### src/hdl/assert_macros.svh
// assertion helpers used by the rtl
`ifndef ASSERT_MACROS_SVH
`define ASSERT_MACROS_SVH

// same-cycle implication, held off during reset
`define ASSERT_SAME(label, clk, rst, ante, cons, msg) \
  label: assert property (@(posedge clk) disable iff (rst) (ante) |-> (cons)) \
    else $error(msg);

// next-cycle implication, held off during reset
`define ASSERT_NEXT(label, clk, rst, ante, cons, msg) \
  label: assert property (@(posedge clk) disable iff (rst) (ante) |=> (cons)) \
    else $error(msg);

`endif

### src/hdl/blp_pkg.sv
package blp_pkg;

  localparam int unsigned COORD_W   = 6;
  localparam int unsigned COORD_MAX = 63;
  localparam int unsigned TWICE_W   = COORD_W + 1;
  localparam int unsigned ERR_W     = COORD_W + 2;

  typedef logic [COORD_W-1:0] coord_t;
  typedef logic [TWICE_W-1:0] twice_t;
  typedef logic signed [ERR_W-1:0] err_t;

  typedef struct packed {
    coord_t start_x;
    coord_t start_y;
    coord_t end_x;
    coord_t end_y;
  } line_req_t;

  typedef struct packed {
    coord_t point_x;
    coord_t point_y;
    logic   is_last;
  } line_pt_t;

  // per-line constants that drive the step unit
  typedef struct packed {
    twice_t twice_dx;
    twice_t twice_dy;
    logic   x_dir_neg;
    logic   y_dir_neg;
    logic   x_is_major;
  } line_cfg_t;

  function automatic coord_t clamp_coord(coord_t v);
    coord_t r;
    r = (v > COORD_W'(COORD_MAX)) ? COORD_W'(COORD_MAX) : v;
    return r;
  endfunction

  function automatic coord_t step_coord(coord_t c, logic neg);
    coord_t r;
    r = neg ? (c - COORD_W'(1)) : (c + COORD_W'(1));
    return r;
  endfunction

endpackage

### src/hdl/bresenham_line_points.sv
// channel  | direction | payload    | handshake
// ---------+-----------+------------+----------------------
// req      | in        | line_req_t | req_valid / req_stall
// pt       | out       | line_pt_t  | pt_valid / pt_stall
//
// a line is latched with its set-up deltas when its request is taken, then
// walked one point per cycle while pt is not stalled, by the single step unit
// req_stall stays high while a line is walked, until its last point is taken
// a stalled pt beat holds its point and the walk waits
// rst is synchronous and active high; it returns the block to idle
`include "assert_macros.svh"

module bresenham_line_points (
  input  logic                clk,
  input  logic                rst,
  input  logic                req_valid,
  output logic                req_stall,
  input  blp_pkg::line_req_t  req_data,
  output logic                pt_valid,
  input  logic                pt_stall,
  output blp_pkg::line_pt_t   pt_data
);

  typedef enum logic {
    S_IDLE,
    S_WALK
  } state_t;

  state_t state;

  // current walk position and per-line constants
  blp_pkg::coord_t   cur_x;
  blp_pkg::coord_t   cur_y;
  blp_pkg::coord_t   goal_x;
  blp_pkg::coord_t   goal_y;
  blp_pkg::err_t     err_acc;
  blp_pkg::line_cfg_t cfg;

  // setup results for the beat on the input
  blp_pkg::coord_t   su_start_x;
  blp_pkg::coord_t   su_start_y;
  blp_pkg::coord_t   su_end_x;
  blp_pkg::coord_t   su_end_y;
  blp_pkg::line_cfg_t su_cfg;
  blp_pkg::err_t     su_err;

  // next point from the step unit
  blp_pkg::coord_t   cur_x_next;
  blp_pkg::coord_t   cur_y_next;
  blp_pkg::err_t     err_acc_next;

  logic req_take;
  logic pt_take;
  logic at_goal;

  blp_setup u_setup (
    .req      (req_data),
    .start_x  (su_start_x),
    .start_y  (su_start_y),
    .end_x    (su_end_x),
    .end_y    (su_end_y),
    .cfg      (su_cfg),
    .err_init (su_err)
  );

  blp_step u_step (
    .cfg        (cfg),
    .cur_x      (cur_x),
    .cur_y      (cur_y),
    .err        (err_acc),
    .cur_x_next (cur_x_next),
    .cur_y_next (cur_y_next),
    .err_next   (err_acc_next)
  );

  // the major coordinate only moves toward the goal, so the goal point is
  // reached exactly once, on the final point
  assign at_goal   = (cur_x == goal_x) && (cur_y == goal_y);

  assign req_stall = (state != S_IDLE);
  assign req_take  = req_valid && !req_stall;
  assign pt_valid  = (state == S_WALK);
  assign pt_take   = pt_valid && !pt_stall;

  assign pt_data.point_x = cur_x;
  assign pt_data.point_y = cur_y;
  assign pt_data.is_last = at_goal;

  always_ff @(posedge clk) begin
    if (rst) begin
      state   <= S_IDLE;
      cur_x   <= '0;
      cur_y   <= '0;
      goal_x  <= '0;
      goal_y  <= '0;
      cfg     <= '0;
      err_acc <= '0;
    end else begin
      unique case (state)
        S_IDLE: begin
          if (req_take) begin
            // latch the line and its first point
            state   <= S_WALK;
            cur_x   <= su_start_x;
            cur_y   <= su_start_y;
            goal_x  <= su_end_x;
            goal_y  <= su_end_y;
            cfg     <= su_cfg;
            err_acc <= su_err;
          end
        end
        S_WALK: begin
          if (pt_take) begin
            if (at_goal) begin
              state <= S_IDLE;
            end else begin
              // advance one point per taken beat
              cur_x   <= cur_x_next;
              cur_y   <= cur_y_next;
              err_acc <= err_acc_next;
            end
          end
        end
        default: begin
          state <= S_IDLE;
        end
      endcase
    end
  end

  // first point of a line is its start point
  `ASSERT_NEXT(a_first_point, clk, rst, req_take,
    pt_valid && (pt_data.point_x == blp_pkg::clamp_coord($past(req_data.start_x)))
    && (pt_data.point_y == blp_pkg::clamp_coord($past(req_data.start_y))),
    "first point is not the start point")
  // taking the last point frees the block
  `ASSERT_NEXT(a_last_frees, clk, rst, pt_take && pt_data.is_last,
    !pt_valid && !req_stall, "block still busy after the last point")
  // taking an inner point keeps the walk going
  `ASSERT_NEXT(a_walk_goes_on, clk, rst, pt_take && !pt_data.is_last,
    pt_valid, "walk ended before the last point")
  // the walk never outruns the goal column when x is the major axis
  `ASSERT_SAME(a_major_bound, clk, rst, pt_valid && cfg.x_is_major,
    cfg.x_dir_neg ? (cur_x >= goal_x) : (cur_x <= goal_x),
    "walk passed the goal column")

endmodule

### src/hdl/blp_setup.sv
module blp_setup (
  input  blp_pkg::line_req_t req,
  output blp_pkg::coord_t    start_x,
  output blp_pkg::coord_t    start_y,
  output blp_pkg::coord_t    end_x,
  output blp_pkg::coord_t    end_y,
  output blp_pkg::line_cfg_t cfg,
  output blp_pkg::err_t      err_init
);

  blp_pkg::coord_t adx;
  blp_pkg::coord_t ady;
  logic signed [blp_pkg::ERR_W:0] err_wide;

  assign start_x = blp_pkg::clamp_coord(req.start_x);
  assign start_y = blp_pkg::clamp_coord(req.start_y);
  assign end_x   = blp_pkg::clamp_coord(req.end_x);
  assign end_y   = blp_pkg::clamp_coord(req.end_y);

  always_comb begin
    cfg.x_dir_neg  = end_x < start_x;
    cfg.y_dir_neg  = end_y < start_y;
    adx            = cfg.x_dir_neg ? (start_x - end_x) : (end_x - start_x);
    ady            = cfg.y_dir_neg ? (start_y - end_y) : (end_y - start_y);
    cfg.twice_dx   = {adx, 1'b0};
    cfg.twice_dy   = {ady, 1'b0};
    cfg.x_is_major = cfg.twice_dx >= cfg.twice_dy;
    // doubled minor delta minus major delta
    if (cfg.x_is_major) begin
      err_wide = $signed({2'b00, cfg.twice_dy}) - $signed({3'b000, adx});
    end else begin
      err_wide = $signed({2'b00, cfg.twice_dx}) - $signed({3'b000, ady});
    end
    err_init = err_wide[blp_pkg::ERR_W-1:0];
  end

endmodule

### src/hdl/blp_step.sv
module blp_step (
  input  blp_pkg::line_cfg_t cfg,
  input  blp_pkg::coord_t    cur_x,
  input  blp_pkg::coord_t    cur_y,
  input  blp_pkg::err_t      err,
  output blp_pkg::coord_t    cur_x_next,
  output blp_pkg::coord_t    cur_y_next,
  output blp_pkg::err_t      err_next
);

  logic minor_step;
  blp_pkg::twice_t add_term;
  blp_pkg::twice_t sub_term;
  logic signed [blp_pkg::ERR_W+1:0] sum;

  always_comb begin
    // minor axis moves when the error is positive
    minor_step = !err[blp_pkg::ERR_W-1] && (err != '0);
    add_term   = cfg.x_is_major ? cfg.twice_dy : cfg.twice_dx;
    sub_term   = minor_step ? (cfg.x_is_major ? cfg.twice_dx : cfg.twice_dy) : '0;
    sum        = (blp_pkg::ERR_W+2)'(err) + $signed({3'b000, add_term})
                 - $signed({3'b000, sub_term});
    err_next   = sum[blp_pkg::ERR_W-1:0];
    if (cfg.x_is_major) begin
      cur_x_next = blp_pkg::step_coord(cur_x, cfg.x_dir_neg);
      cur_y_next = minor_step ? blp_pkg::step_coord(cur_y, cfg.y_dir_neg) : cur_y;
    end else begin
      cur_y_next = blp_pkg::step_coord(cur_y, cfg.y_dir_neg);
      cur_x_next = minor_step ? blp_pkg::step_coord(cur_x, cfg.x_dir_neg) : cur_x;
    end
  end

endmodule

### config.mk
export PLATFORM = sky130hd
export DESIGN_NAME = bresenham_line_points
export DESIGN_NICKNAME = d
export VERILOG_FILES = /design/src/hdl/blp_pkg.sv /design/src/hdl/bresenham_line_points.sv /design/src/hdl/blp_setup.sv /design/src/hdl/blp_step.sv
export VERILOG_INCLUDE_DIRS = /design/src /design/src/hdl
export SDC_FILE = /design/constraint.sdc
export NUM_CORES = 1
export LEC_CHECK = 0
export ABC_AREA = 1
export ABC_CLOCK_PERIOD_IN_PS = 3300
export BUFFER_PORTS_ARGS = -buffer_cell sky130_fd_sc_hd__buf_2
export CORE_MARGIN = 5
export CORE_UTILIZATION = 25
export DETAILED_ROUTE_END_ITERATION = 12
export PLACE_DENSITY_LB_ADDON = 0.12
export SYNTH_ARGS = -nofsm -noshare
export SYNTH_HDL_FRONTEND = slang
export SYNTH_SLANG_ARGS = --single-unit
export TNS_END_PERCENT = 100
### constraint.sdc
create_clock -name clk -period 3.3 [get_ports clk]
set_clock_uncertainty 0.2 [all_clocks]
set_input_delay 0.495 -clock clk [delete_from_list [all_inputs] [get_ports clk]]
set_output_delay 0.495 -clock clk [all_outputs]
set_load 0.02 [all_outputs]
==> metrics.txt <==
First-pass DRT Iterations=4; GRT Total Usage=a little over an eighth; nets=just over 900; top_reg_cell synth=dfxtp_1; critical path fanouts, max=4; setup violators final=0; maximum VDD drop=220 µV; final worst-path cycle share=around 97%; status=finished, final reports clean; Remaining DRCs=0; Crit path top cell by count=a21oi_2; HP Class=input pin to flip-flop; clock slew at reported path FFs=approximately 0.070 ns; reg2reg setup slack=a little over 0.1 ns; max_slew headroom=between 20 and 30%; Synth top area share=about a fifth; sequential share of power=18.7%; root buf cell=clkbuf_16; final hold vios=0; number of global-route vias before repair=roughly 4.7k; synth top area cells=dfxtp_1, nand2_1, ha_1; RePlAce Congestion=between 0.8 and 0.9; YS warnings=0; hold path depth=3; Worst Path Required=~3.3 ns; CTS tree=done; hold slack=around 0.24 ns; htree depth=2; Mapped Nets=just under 800; sequential cell area fraction in the yosys report=20.4%; routed vias/inst=between 4 and 5; CP Data Arrival Time=3.23 ns; pre-CTS WS=-0.331 ns; Critical Path, Cell by Cell=nor2_2, nand3_2, nor4_2, nor2_1, inv_2, a21oi_2, fa_1, inv_2, fa_2, a21oi_2, o21bai_1, nand2_1, nand2_2, a21oi_2, xor2_1, a21oi_1, a21oi_2; Initial Utilization=roughly a quarter; maxcap violations=0; Post-CTS Hold Buffers=0; post-DP HPWL=~12000 µm; sw frac=a little over two fifths; num rows=50; min Tclk post-route=~3.2 ns; clock sinks=48; Syn Area/Cell=around 6.6 µm²; # IOs=43; max-slew violations=0; reg2reg start=err_acc[1]; Cell variety after synth=39; RSZ-0062 raised after global routing=true; final cell count without fillers=between 1k and 1.5k; Hold Crit Endpoint=pt_valid; Reg2Reg Depth=17; area leader, netlist=dfxtp_1; most instantiated cells after synthesis=nand2_1, inv_1, a21oi_1; clock power share=between 10% and 20%; slowest CP cell=fa_1; Vias=about 4.9k; gr ovfl total=0; Sw Pwr=about 0.0018 W; largest net degree at the start of global routing=34; Pwr Density=~630 mW/mm²; area delta synth->final=35.9%; Tightest Pin Transition=1.06 ns; startpoint types=flip-flop; CP Capture Type=flip-flop; FF-to-FF End=err_acc[7]; Critical Path Max Stage Delay=between 0.5 and 0.6 ns; setup TNS=0 ns; Logic pwr share=between 60% and 70%; first-pass GRT wire length=~24000 µm; WL per Instance=13.5 µm; f_max=313 MHz; critical path type=flip-flop to flip-flop; setup ws final=between 0.1 and 0.15 ns; Die Y=147 µm; async set-reset flop share out of synthesis=0%; worst hold start=pt_stall; flops & latches, synth=between 40 and 50; Ant. Diodes=0; clk buf depth=2; leakage power=3.25 nW; die area=roughly 0.022 mm²; Worst-Skew Late Latency=~0.30 ns; initial antenna violation count=0; Iter 0 DRT Violations=180; layout cell share with drive strength beyond 1=about 31%; PortBufs=42; total wire length=around 15000 µm; total core area=0.0186 mm²; number of synthesized flops with an enable pin=0; Mapped Area=0.00471 mm²; die span in x=147 µm; top-count cell post-synth=nand2_1; post-route ant nets=0; Int Pwr=roughly 0.0023 W; Inst Count DP=1059; CTS Buf Count=5; synthesized instance count=around 710
power groups by stage:
stage                     logic (W)  registers (W)  clock network [W]
after floorplan             0.00149       0.000764                  0
after global placement      0.00232       0.000756                  0
after detailed placement    0.00234       0.000757                  0
after CTS                   0.00237       0.000748           0.000618
after global routing        0.00302       0.000761           0.000635
final                       0.00268       0.000751           0.000595
critical path: cells and delay by family (launching register included):
kind	cells	cell delay [ns]
flip-flops	1	0.33
adder cells (fa/ha/maj)	2	0.91
buffers and inverters	2	0.19
XOR/XNOR	1	0.16
AND/OR/NAND/NOR	6	0.66
AO/OA/AOI/OAI	6	0.68
cells in the final DEF (no fill, tap or decap), drive strengths merged, types with 28 or more instances in the layout:
master,count
a21oi,83
buf,154
dfxtp,48
ha,38
inv,122
nand2,145
nand3,47
nor2,46
o21ai,65
xor2,28
layout make-up:
type / count / area, µm²
well taps: 234 / 293
repair buffers: 154 / 1060
clock buffers: 5 / 125
fillers: 2003 / 12200
inverters: 123 / 462
clock inverters: 3 / 42.5
multi-input cells: 512 / 3460
flip-flops and latches: 48 / 962
logic make-up (layout without fill, tap and decap cells):
kind of cell	Yosys count	in the layout	synth area share [%]
XOR/XNOR	39	39	7.41
AO/OA/AOI/OAI	170	170	20.0
AND/OR/NAND/NOR	251	252	24.5
buffers and inverters	155	285	12.6
flip-flops	48	48	20.4
multiplexers	2	2	0.425
adder cells (fa/ha/maj)	49	49	14.8
flip-flops by register name, summed over array words and instances (netlist names):
register  count
err_acc       8
cur_y         6
goal_y        6
pt_valid      1
goal_x        6
cur_x         6
cfg          15
how the worst max path moves through the flow:
| stage | start | endpoint | slack [ns] |
|---|---|---|---|
| floorplan | req_data[19] | err_acc[6] | 0.009 |
| global placement | req_data[1] | err_acc[2] | -0.24 |
| detailed placement | req_data[1] | err_acc[6] | -0.33 |
| CTS | req_data[7] | err_acc[6] | 0.02 |
| global route | err_acc[1] | err_acc[7] | -0.07 |
| finish | err_acc[1] | err_acc[7] | 0.10 |
per-stage QoR:
stage	total power (W)	cell area (µm²)	utilization (%)
6_report	0.00402	6410	34.4
5_1_grt	0.00441	6410	34.4
4_1_cts	0.00373	6020	32.3
3_5_place_dp	0.00310	5850	31.4
3_3_place_gp	0.00307	5850	31.4
2_1_floorplan	0.00225	4710	-
repair_timing:
action,4_1_cts,5_1_grt
setup endpoints to repair,4,9
pin swaps,2,40
resized for setup,4,68
buffers inserted,0,11
gates cloned,0,1
layer usage:
layer | global-route usage [%] | wire [µm]
met4 | 3.49 | 243
met2 | 22.5 | 6740
met3 | 2.19 | 549
met5 | 0 | 0
met1 | 17.6 | 7080
Power figures use the tool's default switching activity.
